**src/design/jse_pkg.sv**
```systemverilog
// ----------------------------------------------------------------------------
// jse_pkg: shared types and constants of the string escape stream
// Run descriptor passed from the classifier to the serializer, character
// codes and the helpers that give the length and bytes of a run.
// ----------------------------------------------------------------------------
package jse_pkg;

  localparam int unsigned QUEUE_DEPTH = 4;

  // bytes that steer classification
  localparam logic [7:0] CTRL_LIMIT = 8'h20;
  localparam logic [7:0] LEAD_E2    = 8'hE2;
  localparam logic [7:0] MID_80     = 8'h80;
  localparam logic [7:0] TAIL_A8    = 8'hA8;
  localparam logic [7:0] TAIL_A9    = 8'hA9;

  // raw control codes with short escapes
  localparam logic [7:0] CODE_BS  = 8'h08;
  localparam logic [7:0] CODE_HT  = 8'h09;
  localparam logic [7:0] CODE_LF  = 8'h0A;
  localparam logic [7:0] CODE_FF  = 8'h0C;
  localparam logic [7:0] CODE_CR  = 8'h0D;

  // ASCII characters written to the output
  localparam logic [7:0] CHR_QUOTE  = 8'h22;
  localparam logic [7:0] CHR_BSLASH = 8'h5C;
  localparam logic [7:0] CHR_ZERO   = 8'h30;
  localparam logic [7:0] CHR_TWO    = 8'h32;
  localparam logic [7:0] CHR_EIGHT  = 8'h38;
  localparam logic [7:0] CHR_NINE   = 8'h39;
  localparam logic [7:0] CHR_UPA    = 8'h41;
  localparam logic [7:0] CHR_LB     = 8'h62;
  localparam logic [7:0] CHR_LF     = 8'h66;
  localparam logic [7:0] CHR_LN     = 8'h6E;
  localparam logic [7:0] CHR_LR     = 8'h72;
  localparam logic [7:0] CHR_LT     = 8'h74;
  localparam logic [7:0] CHR_LU     = 8'h75;

  // held prefix states
  localparam logic [1:0] HELD_NONE = 2'd0;
  localparam logic [1:0] HELD_E2   = 2'd1;
  localparam logic [1:0] HELD_E280 = 2'd2;

  typedef enum logic [2:0] {
    KIND_NONE,   // only the flushed prefix
    KIND_RAW,    // byte as is
    KIND_PAIR,   // backslash + data
    KIND_CTRL,   // \u00XX of data
    KIND_LSEP    // \u2028 or \u2029, data is the tail byte
  } run_kind_e;

  typedef struct packed {
    logic [1:0] flush;   // held prefix bytes released first (0..2)
    run_kind_e  kind;
    logic [7:0] data;
    logic       fin;
  } run_t;

  function automatic logic [7:0] hex_digit(input logic [3:0] nib);
    logic [7:0] r;
    if (nib < 4'd10) begin
      r = CHR_ZERO + {4'd0, nib};
    end else begin
      r = CHR_UPA + {4'd0, nib} - 8'd10;
    end
    return r;
  endfunction

  function automatic logic [3:0] run_len(input run_t run);
    logic [3:0] base;
    case (run.kind)
      KIND_NONE: base = 4'd0;
      KIND_RAW:  base = 4'd1;
      KIND_PAIR: base = 4'd2;
      KIND_CTRL: base = 4'd6;
      KIND_LSEP: base = 4'd6;
      default:   base = 4'd0;
    endcase
    return base + {2'd0, run.flush};
  endfunction

  // byte at position idx of a run
  function automatic logic [7:0] run_byte(input run_t run, input logic [2:0] idx);
    logic [7:0] r;
    logic [2:0] q;
    q = idx - {1'b0, run.flush};
    r = run.data;
    if ({1'b0, idx} < {2'd0, run.flush}) begin
      r = (idx == 3'd0) ? LEAD_E2 : MID_80;
    end else begin
      case (run.kind)
        KIND_RAW:  r = run.data;
        KIND_PAIR: r = (q == 3'd0) ? CHR_BSLASH : run.data;
        KIND_CTRL: begin
          case (q)
            3'd0:    r = CHR_BSLASH;
            3'd1:    r = CHR_LU;
            3'd2:    r = CHR_ZERO;
            3'd3:    r = CHR_ZERO;
            3'd4:    r = hex_digit(run.data[7:4]);
            default: r = hex_digit(run.data[3:0]);
          endcase
        end
        KIND_LSEP: begin
          case (q)
            3'd0:    r = CHR_BSLASH;
            3'd1:    r = CHR_LU;
            3'd2:    r = CHR_TWO;
            3'd3:    r = CHR_ZERO;
            3'd4:    r = CHR_TWO;
            default: r = (run.data == TAIL_A8) ? CHR_EIGHT : CHR_NINE;
          endcase
        end
        default:   r = run.data;
      endcase
    end
    return r;
  endfunction

endpackage

```
**src/design/jse_if.sv**
```systemverilog
// ----------------------------------------------------------------------------
// jse_in_if / jse_out_if: stream channels of the string escape block
// Valid/ready channels; a transfer happens when valid and ready are high.
// ----------------------------------------------------------------------------
interface jse_in_if;
  logic       valid;
  logic       ready;
  logic [7:0] in_byte;
  logic       in_final;

  modport source (output valid, output in_byte, output in_final, input ready);
  modport sink   (input valid, input in_byte, input in_final, output ready);
endinterface

interface jse_out_if;
  logic       valid;
  logic       ready;
  logic [7:0] out_byte;
  logic       run_last;
  logic       text_end;

  modport source (output valid, output out_byte, output run_last, output text_end,
                  input ready);
  modport sink   (input valid, input out_byte, input run_last, input text_end,
                  output ready);
endinterface

```
**src/design/jse_front.sv**
```systemverilog
// ----------------------------------------------------------------------------
// jse_front: input classifier
// Tracks the held E2 / E2 80 prefix and turns each input byte into a run
// descriptor for the serializer.
// ----------------------------------------------------------------------------
module jse_front (
  input  logic               clk_i,
  input  logic               rst_ni,
  jse_in_if.sink             in_i,
  input  logic               q_full_i,
  output logic               push_o,
  output jse_pkg::run_t      run_o
);

  logic [1:0] held_q, held_d, held_eff;
  logic       accept, emit;
  logic [7:0] b;
  logic       fin;

  assign in_i.ready = !q_full_i;
  assign accept     = in_i.valid && in_i.ready;
  assign b          = in_i.in_byte;
  assign fin        = in_i.in_final;
  assign held_eff   = (held_q == 2'd3) ? jse_pkg::HELD_NONE : held_q;

  always_comb begin
    held_d     = held_eff;
    emit       = 1'b1;
    run_o.flush = 2'd0;
    run_o.kind = jse_pkg::KIND_RAW;
    run_o.data = b;
    run_o.fin  = fin;
    if (held_eff == jse_pkg::HELD_E280 &&
        (b == jse_pkg::TAIL_A8 || b == jse_pkg::TAIL_A9)) begin
      run_o.kind = jse_pkg::KIND_LSEP;
      held_d     = jse_pkg::HELD_NONE;
    end else if (held_eff == jse_pkg::HELD_E2 && b == jse_pkg::MID_80 && !fin) begin
      emit   = 1'b0;
      held_d = jse_pkg::HELD_E280;
    end else begin
      run_o.flush = held_eff;
      held_d      = jse_pkg::HELD_NONE;
      if (b == jse_pkg::LEAD_E2 && !fin) begin
        held_d     = jse_pkg::HELD_E2;
        run_o.kind = jse_pkg::KIND_NONE;
        emit       = (held_eff != jse_pkg::HELD_NONE);
      end else begin
        case (b)
          jse_pkg::CHR_QUOTE:  run_o.kind = jse_pkg::KIND_PAIR;
          jse_pkg::CHR_BSLASH: run_o.kind = jse_pkg::KIND_PAIR;
          jse_pkg::CODE_BS: begin
            run_o.kind = jse_pkg::KIND_PAIR;
            run_o.data = jse_pkg::CHR_LB;
          end
          jse_pkg::CODE_FF: begin
            run_o.kind = jse_pkg::KIND_PAIR;
            run_o.data = jse_pkg::CHR_LF;
          end
          jse_pkg::CODE_LF: begin
            run_o.kind = jse_pkg::KIND_PAIR;
            run_o.data = jse_pkg::CHR_LN;
          end
          jse_pkg::CODE_CR: begin
            run_o.kind = jse_pkg::KIND_PAIR;
            run_o.data = jse_pkg::CHR_LR;
          end
          jse_pkg::CODE_HT: begin
            run_o.kind = jse_pkg::KIND_PAIR;
            run_o.data = jse_pkg::CHR_LT;
          end
          default: begin
            run_o.kind = (b < jse_pkg::CTRL_LIMIT) ? jse_pkg::KIND_CTRL
                                                   : jse_pkg::KIND_RAW;
          end
        endcase
      end
    end
  end

  assign push_o = accept && emit;

  always_ff @(posedge clk_i or negedge rst_ni) begin
    if (!rst_ni) begin
      held_q <= jse_pkg::HELD_NONE;
    end else if (accept) begin
      held_q <= held_d;
    end
  end

  // a final byte always leaves nothing held
  a_final_clears: assert property (@(posedge clk_i) disable iff (!rst_ni)
    (accept && fin) |=> (held_q == jse_pkg::HELD_NONE))
    else $error("prefix still held after final byte");

  // a final byte always produces output
  a_final_emits: assert property (@(posedge clk_i) disable iff (!rst_ni)
    (accept && fin) |-> push_o)
    else $error("final byte produced no run");

endmodule

```
**src/design/jse_queue.sv**
```systemverilog
// ----------------------------------------------------------------------------
// jse_queue: run descriptor queue
// Small FIFO between classifier and serializer.
// ----------------------------------------------------------------------------
module jse_queue #(
  parameter int unsigned Depth = jse_pkg::QUEUE_DEPTH
) (
  input  logic          clk_i,
  input  logic          rst_ni,
  input  logic          push_i,
  input  jse_pkg::run_t run_i,
  input  logic          pop_i,
  output logic          full_o,
  output logic          valid_o,
  output jse_pkg::run_t run_o
);

  localparam int unsigned PtrW = (Depth > 1) ? $clog2(Depth) : 1;
  localparam int unsigned CntW = $clog2(Depth + 1);
  localparam logic [PtrW-1:0] LastPtr = PtrW'(Depth - 1);
  localparam logic [CntW-1:0] FullCnt = CntW'(Depth);

  jse_pkg::run_t   mem_q [Depth];
  logic [PtrW-1:0] wr_ptr_q, rd_ptr_q;
  logic [CntW-1:0] count_q;
  logic            do_push, do_pop;

  assign full_o  = (count_q == FullCnt);
  assign valid_o = (count_q != '0);
  assign run_o   = mem_q[rd_ptr_q];
  assign do_push = push_i && !full_o;
  assign do_pop  = pop_i && valid_o;

  always_ff @(posedge clk_i) begin
    if (do_push) begin
      mem_q[wr_ptr_q] <= run_i;
    end
  end

  always_ff @(posedge clk_i or negedge rst_ni) begin
    if (!rst_ni) begin
      wr_ptr_q <= '0;
      rd_ptr_q <= '0;
      count_q  <= '0;
    end else begin
      if (do_push) begin
        wr_ptr_q <= (wr_ptr_q == LastPtr) ? '0 : wr_ptr_q + 1'b1;
      end
      if (do_pop) begin
        rd_ptr_q <= (rd_ptr_q == LastPtr) ? '0 : rd_ptr_q + 1'b1;
      end
      if (do_push && !do_pop) begin
        count_q <= count_q + 1'b1;
      end else if (do_pop && !do_push) begin
        count_q <= count_q - 1'b1;
      end
    end
  end

  a_no_overflow: assert property (@(posedge clk_i) disable iff (!rst_ni)
    push_i |-> !full_o)
    else $error("run pushed into full queue");

  a_count_range: assert property (@(posedge clk_i) disable iff (!rst_ni)
    count_q <= FullCnt)
    else $error("queue count out of range");

endmodule

```
**src/design/jse_back.sv**
```systemverilog
// ----------------------------------------------------------------------------
// jse_back: output serializer
// Walks each run descriptor one byte per cycle into the output register, while the output is ready.
// ----------------------------------------------------------------------------
module jse_back (
  input  logic          clk_i,
  input  logic          rst_ni,
  input  logic          q_valid_i,
  input  jse_pkg::run_t run_i,
  output logic          pop_o,
  jse_out_if.source     out_o
);

  logic [2:0] idx_q;
  logic       out_valid_q;
  logic [7:0] out_byte_q;
  logic       run_last_q, text_end_q;
  logic       load, last;
  logic [3:0] len;

  assign len   = jse_pkg::run_len(run_i);
  assign last  = (idx_q == 3'(len - 4'd1));
  assign load  = q_valid_i && (!out_valid_q || out_o.ready);
  assign pop_o = load && last;

  assign out_o.valid    = out_valid_q;
  assign out_o.out_byte = out_byte_q;
  assign out_o.run_last = run_last_q;
  assign out_o.text_end = text_end_q;

  always_ff @(posedge clk_i or negedge rst_ni) begin
    if (!rst_ni) begin
      idx_q       <= '0;
      out_valid_q <= 1'b0;
    end else if (load) begin
      out_valid_q <= 1'b1;
      idx_q       <= last ? 3'd0 : idx_q + 3'd1;
    end else if (out_o.ready) begin
      out_valid_q <= 1'b0;
    end
  end

  always_ff @(posedge clk_i) begin
    if (load) begin
      out_byte_q <= jse_pkg::run_byte(run_i, idx_q);
      run_last_q <= last;
      text_end_q <= last && run_i.fin;
    end
  end

  a_end_is_last: assert property (@(posedge clk_i) disable iff (!rst_ni)
    (out_valid_q && text_end_q) |-> run_last_q)
    else $error("text end without run end");

  a_pop_marks_last: assert property (@(posedge clk_i) disable iff (!rst_ni)
    pop_o |=> (out_valid_q && run_last_q))
    else $error("run popped without marking its last byte");

endmodule

```
**src/design/js_string_escape_stream.sv**
```systemverilog
// ----------------------------------------------------------------------------
// js_string_escape_stream: JavaScript string literal escaper
// Byte stream in, escaped text out, with held-prefix line separator match.
// ----------------------------------------------------------------------------
// The block takes one byte of a string per transfer and returns its escaped
// form one byte per transfer. An accepted byte is classified combinationally,
// written into the run queue and then serialized into the output register.
// The output side sets the rate: one output byte per cycle while the sink is
// ready, each run sent as its bytes in order: a byte that stays as it is gives
// one byte, a two-character escape two, and \u00XX or \u2028/\u2029 six, plus
// one for each held E2 or 80 prefix byte flushed in front of it. Input
// transfers keep flowing at one per cycle until the run queue (QueueDepth
// entries) fills behind a long escape. A byte that only extends a held E2 /
// E2 80 prefix produces no output. run_last marks the last byte caused by an
// input byte and text_end the last byte of a string.
// ----------------------------------------------------------------------------
module js_string_escape_stream #(
  parameter int unsigned QueueDepth = jse_pkg::QUEUE_DEPTH
) (
  input  logic      clk_i,
  input  logic      rst_ni,
  jse_in_if.sink    in_i,
  jse_out_if.source out_o
);

  // classifier to queue
  logic          push;
  jse_pkg::run_t push_run;
  logic          q_full;

  // queue to serializer
  logic          q_valid;
  logic          pop;
  jse_pkg::run_t head_run;

  // front: prefix tracking and byte classification
  jse_front u_front (
    .clk_i    (clk_i),
    .rst_ni   (rst_ni),
    .in_i     (in_i),
    .q_full_i (q_full),
    .push_o   (push),
    .run_o    (push_run)
  );

  // decouples input transfers from multi-byte escapes
  jse_queue #(
    .Depth (QueueDepth)
  ) u_queue (
    .clk_i   (clk_i),
    .rst_ni  (rst_ni),
    .push_i  (push),
    .run_i   (push_run),
    .pop_i   (pop),
    .full_o  (q_full),
    .valid_o (q_valid),
    .run_o   (head_run)
  );

  // back: one escaped byte per cycle into the output register, while the output is ready
  jse_back u_back (
    .clk_i     (clk_i),
    .rst_ni    (rst_ni),
    .q_valid_i (q_valid),
    .run_i     (head_run),
    .pop_o     (pop),
    .out_o     (out_o)
  );

endmodule

```
**src/flat_wrapper.sv**
```systemverilog
// flat-port wrapper written by rule: the top's interface ports become plain ports
module js_string_escape_stream_flat 
#(
  parameter int unsigned QueueDepth = jse_pkg::QUEUE_DEPTH
)
  (clk_i, rst_ni, in_i_valid, in_i_in_byte, in_i_in_final, in_i_ready, out_o_valid, out_o_out_byte, out_o_run_last, out_o_text_end, out_o_ready);
  jse_in_if in_i_i ();
  jse_out_if out_o_i ();
  input  logic clk_i;
  input  logic rst_ni;
  input wire logic [$bits(in_i_i.valid)-1:0] in_i_valid;
  input wire logic [$bits(in_i_i.in_byte)-1:0] in_i_in_byte;
  input wire logic [$bits(in_i_i.in_final)-1:0] in_i_in_final;
  output wire logic [$bits(in_i_i.ready)-1:0] in_i_ready;
  output wire logic [$bits(out_o_i.valid)-1:0] out_o_valid;
  output wire logic [$bits(out_o_i.out_byte)-1:0] out_o_out_byte;
  output wire logic [$bits(out_o_i.run_last)-1:0] out_o_run_last;
  output wire logic [$bits(out_o_i.text_end)-1:0] out_o_text_end;
  input wire logic [$bits(out_o_i.ready)-1:0] out_o_ready;
  assign in_i_i.valid = in_i_valid;
  assign in_i_i.in_byte = in_i_in_byte;
  assign in_i_i.in_final = in_i_in_final;
  assign in_i_ready = in_i_i.ready;
  assign out_o_valid = out_o_i.valid;
  assign out_o_out_byte = out_o_i.out_byte;
  assign out_o_run_last = out_o_i.run_last;
  assign out_o_text_end = out_o_i.text_end;
  assign out_o_i.ready = out_o_ready;
  js_string_escape_stream #(.QueueDepth(QueueDepth)) u_core (.clk_i(clk_i), .rst_ni(rst_ni), .in_i(in_i_i), .out_o(out_o_i));
endmodule
```
**config.mk**
```make
export PLATFORM = sky130hd
export DESIGN_NAME = js_string_escape_stream_flat
export DESIGN_NICKNAME = d
export VERILOG_FILES = /design/src/design/jse_pkg.sv /design/src/design/jse_if.sv /design/src/design/jse_front.sv /design/src/design/jse_queue.sv /design/src/design/jse_back.sv /design/src/design/js_string_escape_stream.sv /design/src/flat_wrapper.sv
export SDC_FILE = /design/constraint.sdc
export NUM_CORES = 1
export LEC_CHECK = 0
export ABC_AREA = 0
export BUFFER_PORTS_ARGS = -buffer_cell sky130_fd_sc_hd__buf_2
export CORE_MARGIN = 5
export CORE_UTILIZATION = 40
export CTS_BUF_LIST = sky130_fd_sc_hd__clkbuf_8
export DETAILED_ROUTE_END_ITERATION = 6
export GPL_ROUTABILITY_DRIVEN = 0
export PLACE_DENSITY_LB_ADDON = 0.05
export SKIP_LAST_GASP = 1
export SYNTH_ARGS = -nofsm -noshare
export SYNTH_HDL_FRONTEND = slang
export SYNTH_SLANG_ARGS = --single-unit
```
**constraint.sdc**
```tcl
create_clock -name clk_i -period 4.67 [get_ports clk_i]
set_input_delay 0.2335 -clock clk_i [delete_from_list [all_inputs] [get_ports clk_i]]
set_output_delay 0.2335 -clock clk_i [all_outputs]
set_load 0.01 [all_outputs]
```
==> results of run 1 <==
[worst max path at each step]
stage	from	end	slack (ns)	cells past startpoint
global placement	u_core.u_queue.rd_ptr_q[0]	u_core.u_queue.count_q[1]	0.72	14
floorplan	u_core.u_queue.rd_ptr_q[0]	u_core.u_queue.count_q[1]	0.80	15
CTS	u_core.u_queue.rd_ptr_q[0]	u_core.u_queue.count_q[1]	0.58	14
finish	u_core.u_queue.rd_ptr_q[0]	u_core.u_queue.count_q[1]	0.61	14
detailed placement	u_core.u_queue.rd_ptr_q[0]	u_core.u_queue.count_q[1]	0.61	14
global route	u_core.u_queue.rd_ptr_q[0]	u_core.u_queue.count_q[1]	0.31	14
[synth_stat cells (2+ instances only)]
library cell	number
nand2b_1	6
and2_1	8
edfxtp_1	66
buf_6	2
nand3_1	4
a21oi_1	14
inv_1	24
o31ai_1	2
xnor2_1	7
o21ai_0	17
mux2_4	2
nor3b_1	5
ha_1	20
a211oi_1	2
mux2i_1	5
a31o_2	2
buf_2	2
o31a_1	2
nor2_1	19
mux4_2	10
mux2_2	4
mux4_1	4
fa_1	2
a21o_1	3
xor2_1	5
dfrtp_1	13
nor3_1	4
and4_1	2
nand2_1	26
a211o_1	2
a31oi_1	4
clkbuf_1	5
nor2b_1	9
[sequential cells by signal (all words and copies together) (netlist names)]
register                      cells
u_core.u_back.out_o.run_last      1
u_core.u_queue.count_q            3
u_core.u_back.out_o.text_end      1
u_core.u_front.held_q             2
u_core.u_back.out_o.valid         1
u_core.u_queue.wr_ptr_q           2
u_core.u_queue.mem_q             56
u_core.u_back.out_o.out_byte      8
u_core.u_back.idx_q               3
u_core.u_queue.rd_ptr_q           2
[routing by layer]
metal | share of wire | track usage | vias to the layer above
met5 | 0 | 0 | -
met4 | 0.029 | 0.06250 | 0
met3 | 0.032 | 0.02911 | 20
met2 | 0.46 | 0.2094 | 55
met1 | 0.48 | 0.1814 | 1278
li1 | - | - | 1269
[critical path: cells and delay by family (launching register included)]
| family | cells | cell delay (ns) |
|---|---|---|
| adders and majority gates | 4 | 1.08 |
| muxes | 2 | 0.87 |
| and+or+nand+nor | 3 | 0.83 |
| DFF | 1 | 0.52 |
| xor gates and xnor gates | 2 | 0.27 |
| AOI/OAI and AO/OA | 1 | 0.25 |
| buffers and inverters | 2 | 0.13 |
[kinds of logic after synthesis]
| group | Yosys count |
|---|---|
| simple gates | 94 |
| flops | 79 |
| compound gates | 59 |
| buf+inv | 33 |
| mux | 25 |
| fa+ha+maj | 22 |
| xor+xnor | 12 |
[stage by stage]
step                        util  std cells  power, mW
after floorplan                -        324      2.477
after global placement    0.4339        479      2.889
after detailed placement  0.4339        479      2.875
after CTS                 0.4533        496      3.373
after global routing      0.4533        496      3.616
final                     0.4533        496      3.341
[power groups by stage]
stage / Sequential (mW) / Clock (mW) / Combinational (mW)
2_1_floorplan: 1.11 / 0 / 1.36
3_3_place_gp: 1.13 / 0 / 1.76
3_5_place_dp: 1.13 / 0 / 1.74
4_1_cts: 1.12 / 0.504 / 1.75
5_1_grt: 1.14 / 0.534 / 1.95
6_report: 1.11 / 0.489 / 1.74
[timing repair]
action / in CTS / in global routing
setup endpoints to repair: 0 / 0
hold buffers: 1 / 0
endpoints found under the hold margin: 13 / 0
[cell type report]
type	instances	area (sq um)
clock buffers	10	137.6
clock inverters	6	51.30
fillers	959	5619
inverters	24	90.09
multi-input cells	212	1742
flip-flops and latches	79	2307
well taps	136	170.2
repair buffers	29	160.2
==> impl_metrics.py, run 1 <==
metrics = {
    "sta": {
        "setup_viol": 0,
        "period_minus_slack_ns": 4.055,
        "fmax_mhz": 246.6,
        "final.period_utilization": 0.8684,
        "skew_ns": 0.01336,
        "hold_viol_final": 0,
        "rsz0062_at_grt": "no",
        "worst_hold_slack_ns": 0.1180,
        "slew_violations": 0,
        "setup_slack_ns": 0.6147,
        "tightestPinTransition_ns": 0.8002,
        "tns_ns": 0,
        "max_slew_margin": 0.4666,
    },
    "floorplanning": {
        "std_cell_rows": 37,
        "core_area_sq_um": 10280,
        "io_pins": 25,
        "start_util": 0.4077,
        "chipWidth_um": 112.4,
        "die-area_sq_um": 12620,
        "die_h_um": 112.4,
    },
    "yosys": {
        "netlist_top_cells_area": "edfxtp_1 47%, dfrtp_1 7.8%, ha_1 6.0%",
        "synthFlopType": "edfxtp_1",
        "synthAdderAreaFrac": 0.06927,
        "synthMuxAreaShare": 0.1087,
        "seq_area_frac_synth": 0.5506,
        "synth-xor-area-share": 0.02508,
        "synth-edff-count": 66,
        "yosysUniqueCellTypes": 55,
        "synth_top_family_by_area": "simple AND/OR/NAND/NOR gates",
        "synth_top_area_cell": "edfxtp_1",
        "ys.warnings.count": 0,
        "synth_compound_area_frac": 0.09256,
        "async_flop_share": 0.1646,
        "synth_cells": 324,
        "avgSynthCellArea_sq_um": 12.93,
        "synth_top_area_frac": 0.4730,
        "synth_nets": 359,
        "synth_seq_cells": 79,
        "syn_area_sq_um": 4190,
        "synthSimpleGateAreaFrac": 0.1200,
    },
    "cells_and_area": {
        "n_antenna_cell": 0,
        "layout_commonest_cell": "edfxtp_1",
        "syn_to_final_growth_pct": 11.17,
        "final_nets": 390,
        "final_cell_area_sq_um": 4658,
        "drive_gt1_frac": 0.1861,
        "final_cell_mix": "66 x edfxtp_1, 26 x nand2_1, 24 x inv_1, 24 x buf_2, 20 x ha_1",
    },
    "cts": {
        "cts_max_level": 3,
        "cts_buffers": 9,
        "clockBufferDepth": 2,
        "cts_tree": "done",
        "clock_latency_ns": 0.35,
        "postCtsSetupBuffers": 0,
        "path_clk_slew_ns": 0.09,
        "cts_sinks": 79,
        "clock-root-buffer": "clkbuf_8",
        "cts-resized-gates": 0,
    },
    "power": {
        "swShare": 0.4081,
        "p_per_area_nw_per_um2": 717.3,
        "power_frac_clock": 0.146,
        "combPwrFrac": 0.521,
        "seqPwrFrac": 0.333,
        "p_int_mw": 1.978,
        "ir_drop_v": 0.0002241,
        "power.leakage_nw": 1.787,
        "power.net_switching_mw": 1.363,
    },
    "grt": {
        "grt_pass1_vias": 2565,
        "antenna_found_initial": 0,
        "track_usage": 0.1349,
        "grt_max_degree": 16,
        "grt_pass1_wl_um": 13240,
        "gr-total-overflow": 0,
    },
    "critical_path": {
        "cpPeakStageDelay_ns": 0.60,
        "crit_path_max_fanout": 7,
        "r2r-end": "u_core.u_queue.count_q[1]",
        "rrSetupSlack_ns": 0.61,
        "crit_required_ns": 4.92,
        "cp_data_arrival_time_ns": 4.30,
        "cp_slowest_cell": "mux4_2",
        "cp-start-kind": "flop",
        "crit_top_cell": "ha_1",
        "rr_startpoint": "u_core.u_queue.rd_ptr_q[0]",
        "reg2regPathDepth": 14,
        "cp_cell_sequence": "mux4_2 -> nor2b_1 -> nor2_1 -> ha_1 -> inv_1 -> ha_1 -> xnor2_1 -> xnor2_1 -> or3_4 -> a21bo_4 -> ha_1 -> inv_1 -> fa_1 -> mux2_2",
        "end_kind": "flop",
        "path_class": "flop to flop",
    },
    "hold_path": {
        "hold_path_end": "u_core.u_back.out_o.valid",
        "min_path_cells": 4,
        "hold_class": "input port to flop",
        "hp-start": "out_o_ready",
    },
    "detailed_routing": {
        "drt_wl_total_um": 8104,
        "drc_errors": 0,
        "drtIter0Drc": 131,
        "drtAntennaViolNets": 0,
        "vias": 2622,
        "routed_via_density": 5.286,
        "drtPass1Iterations": 4,
        "wl_per_cell_um": 16.34,
    },
    "flow_run": {
        "max-cap-violations": 0,
    },
    "placement": {
        "io_buffers": 24,
        "place_ws_ns": 0.6107,
        "placed_area_sq_um": 4459,
        "hpwlAfterDp_um": 5894,
    },
    "run_status": {
        "status": "finished clean",
    },
}
(Power assumes the default switching activity.)
==> inputs of run 2 (changes only) <==
==> constraint.sdc (replaced) <==
create_clock -name clk_i -period 4.67 [get_ports clk_i]
set_input_delay 0.7005 -clock clk_i [delete_from_list [all_inputs] [get_ports clk_i]]
set_output_delay 0.7005 -clock clk_i [all_outputs]
set_load 0.01 [all_outputs]
==> run 2 against run 1 <==
  * Maximum frequency decreased by 0.59%
  * Largest power group unchanged
  * Critical path depth unchanged
  * Sequential cell count unchanged
  * Count of clock-buffer cells in the layout unchanged
  * Critical endpoint unchanged
  * Global-route usage about the same
  * Clock power about the same
  * Core utilization decreased by 0.097 points
==> impl_metrics.py, run 2 (synthesis results as in run 1) <==
metrics = {
    "floorplanning": {
        "core_area_sq_um": 10280,
        "std_cell_rows": 37,
        "io_pins": 25,
        "die-area_sq_um": 12620,
        "chipWidth_um": 112.4,
        "die_h_um": 112.4,
        "start_util": 0.4077,
    },
    "grt": {
        "gr-total-overflow": 0,
        "track_usage": 0.1348,
        "grt_max_degree": 16,
        "antenna_found_initial": 0,
        "grt_pass1_vias": 2563,
        "grt_pass1_wl_um": 13230,
    },
    "cells_and_area": {
        "final_cell_mix": "66 x edfxtp_1, 26 x nand2_1, 24 x inv_1, 24 x buf_2, 20 x ha_1",
        "largest_register_ffs": 56,
        "seqCellArea_sq_um": 2307,
        "drive_gt1_frac": 0.1866,
        "n_antenna_cell": 0,
        "layout_commonest_cell": "edfxtp_1",
        "final_nets": 389,
        "regMostFlops": "u_core.u_queue.mem_q",
        "syn_to_final_growth_pct": 10.93,
        "multi_input_area_sq_um": 1742,
        "stdcell_count": 495,
        "nFillCells": 958,
    },
    "sta": {
        "fmax_mhz": 245.1,
        "hold_viol_final": 0,
        "period_minus_slack_ns": 4.079,
        "max_slew_margin": 0.4682,
        "skew_ns": 0.01203,
        "tightestPinTransition_ns": 0.7977,
        "rsz0062_at_grt": "no",
        "worst_hold_slack_ns": 0.2341,
        "setup_viol": 0,
        "slew_violations": 0,
        "tns_ns": 0,
        "final.period_utilization": 0.8735,
    },
    "critical_path": {
        "cp_num_cells": 14,
        "crit_end": "u_core.u_queue.count_q[1]",
        "cp-start-kind": "flop",
        "crit_required_ns": 4.92,
        "path_delay_family": "adder cells",
        "cp_slowest_cell": "mux4_2",
        "path_class": "flop to flop",
        "cpPeakStageDelay_ns": 0.60,
        "crit_top_cell": "ha_1",
        "rr_startpoint": "u_core.u_queue.rd_ptr_q[0]",
        "cp_cell_sequence": "mux4_2 -> nor2b_1 -> nor2_1 -> ha_1 -> inv_1 -> ha_1 -> xnor2_1 -> xnor2_1 -> or3_4 -> a21bo_4 -> ha_1 -> inv_1 -> fa_1 -> mux2_2",
        "rrSetupSlack_ns": 0.59,
        "crit_path_max_fanout": 7,
        "reg2regPathDepth": 14,
        "crit_start": "u_core.u_queue.rd_ptr_q[0]",
        "cp_data_arrival_time_ns": 4.33,
        "crit_buf_inv": 2,
        "r2r-end": "u_core.u_queue.count_q[1]",
        "end_kind": "flop",
    },
    "power": {
        "combPwrFrac": 0.521,
        "p_per_area_nw_per_um2": 718.4,
        "power.leakage_nw": 1.782,
        "seqPwrFrac": 0.333,
        "power.net_switching_mw": 1.362,
        "swShare": 0.4079,
        "p_int_mw": 1.977,
        "power_frac_clock": 0.146,
        "ir_drop_v": 0.0002240,
    },
    "detailed_routing": {
        "vias": 2618,
        "met2_length_um": 3732,
        "drtAntennaViolNets": 0,
        "drc_errors": 0,
        "wl_per_cell_um": 16.38,
        "drtIter0Drc": 151,
        "route.met3.wl_um": 302,
        "drt_wl_total_um": 8106,
        "drtPass1Iterations": 4,
        "wirelength_met1_um": 3835,
        "routed_via_density": 5.289,
        "top_layer": "met4",
    },
    "cts": {
        "clock-root-buffer": "clkbuf_8",
        "path_clk_slew_ns": 0.09,
        "postCtsSetupBuffers": 0,
        "cts_tree": "done",
        "cts-resized-gates": 0,
        "ctsHoldBuffers": 0,
        "cts_buffers": 9,
        "cts_max_level": 3,
        "clockBufferDepth": 2,
        "cts_sinks": 79,
        "clock_latency_ns": 0.35,
    },
    "placement": {
        "dp.cells": 479,
        "hpwlAfterDp_um": 5894,
        "io_buffers": 24,
    },
    "run_status": {
        "status": "finished clean",
    },
    "flow_run": {
        "max-cap-violations": 0,
    },
    "hold_path": {
        "hold_class": "input port to async pin",
    },
}
-- run 2: per-layer routing --
| layer | track usage | vias up |
|---|---|---|
| met5 | 0 | - |
| li1 | - | 1264 |
| met2 | 0.2094 | 59 |
| met4 | 0.06250 | 0 |
| met1 | 0.1811 | 1275 |
| met3 | 0.02911 | 20 |
-- run 2: layout make-up --
class / instances / area share
Clock buffer: 10 / 0.02961
Clock inverter: 6 / 0.01104
Inverter: 24 / 0.01938
Multi-Input combinational cell: 212 / 0.3747
Sequential cell: 79 / 0.4964
Tap cell: 136 / 0.03661
Timing Repair Buffer: 28 / 0.03230
-- run 2: stage by stage --
stage	cell area, sq um	power (mW)	utilization	setup slack [ns]
2_1_floorplan	4190	2.477	-	0.8002
3_3_place_gp	4459	2.889	0.4339	0.7171
3_5_place_dp	4459	2.875	0.4339	0.6107
4_1_cts	4648	3.373	0.4523	0.5842
5_1_grt	4648	3.615	0.4523	0.3134
6_report	4648	3.339	0.4523	0.5906
-- run 2: worst min path at each step --
stage | start | end | cells past startpoint
finish | rst_ni | u_core.u_back.idx_q[2] | 1
global placement | u_core.u_back.out_o.valid | u_core.u_back.out_o.valid | 2
detailed placement | u_core.u_back.out_o.valid | u_core.u_back.out_o.valid | 2
CTS | rst_ni | u_core.u_queue.wr_ptr_q[1] | 1
global route | rst_ni | u_core.u_queue.wr_ptr_q[1] | 1
floorplan | rst_ni | u_core.u_back.idx_q[0] | 0
-- run 2: power by group through the flow --
stage          Sequential [mW]  Clock (mW)  Combinational [mW]
6_report                  1.11       0.488                1.74
5_1_grt                   1.14       0.534                1.95
4_1_cts                   1.12       0.504                1.75
3_5_place_dp              1.13           0                1.74
3_3_place_gp              1.13           0                1.76
2_1_floorplan             1.11           0                1.36
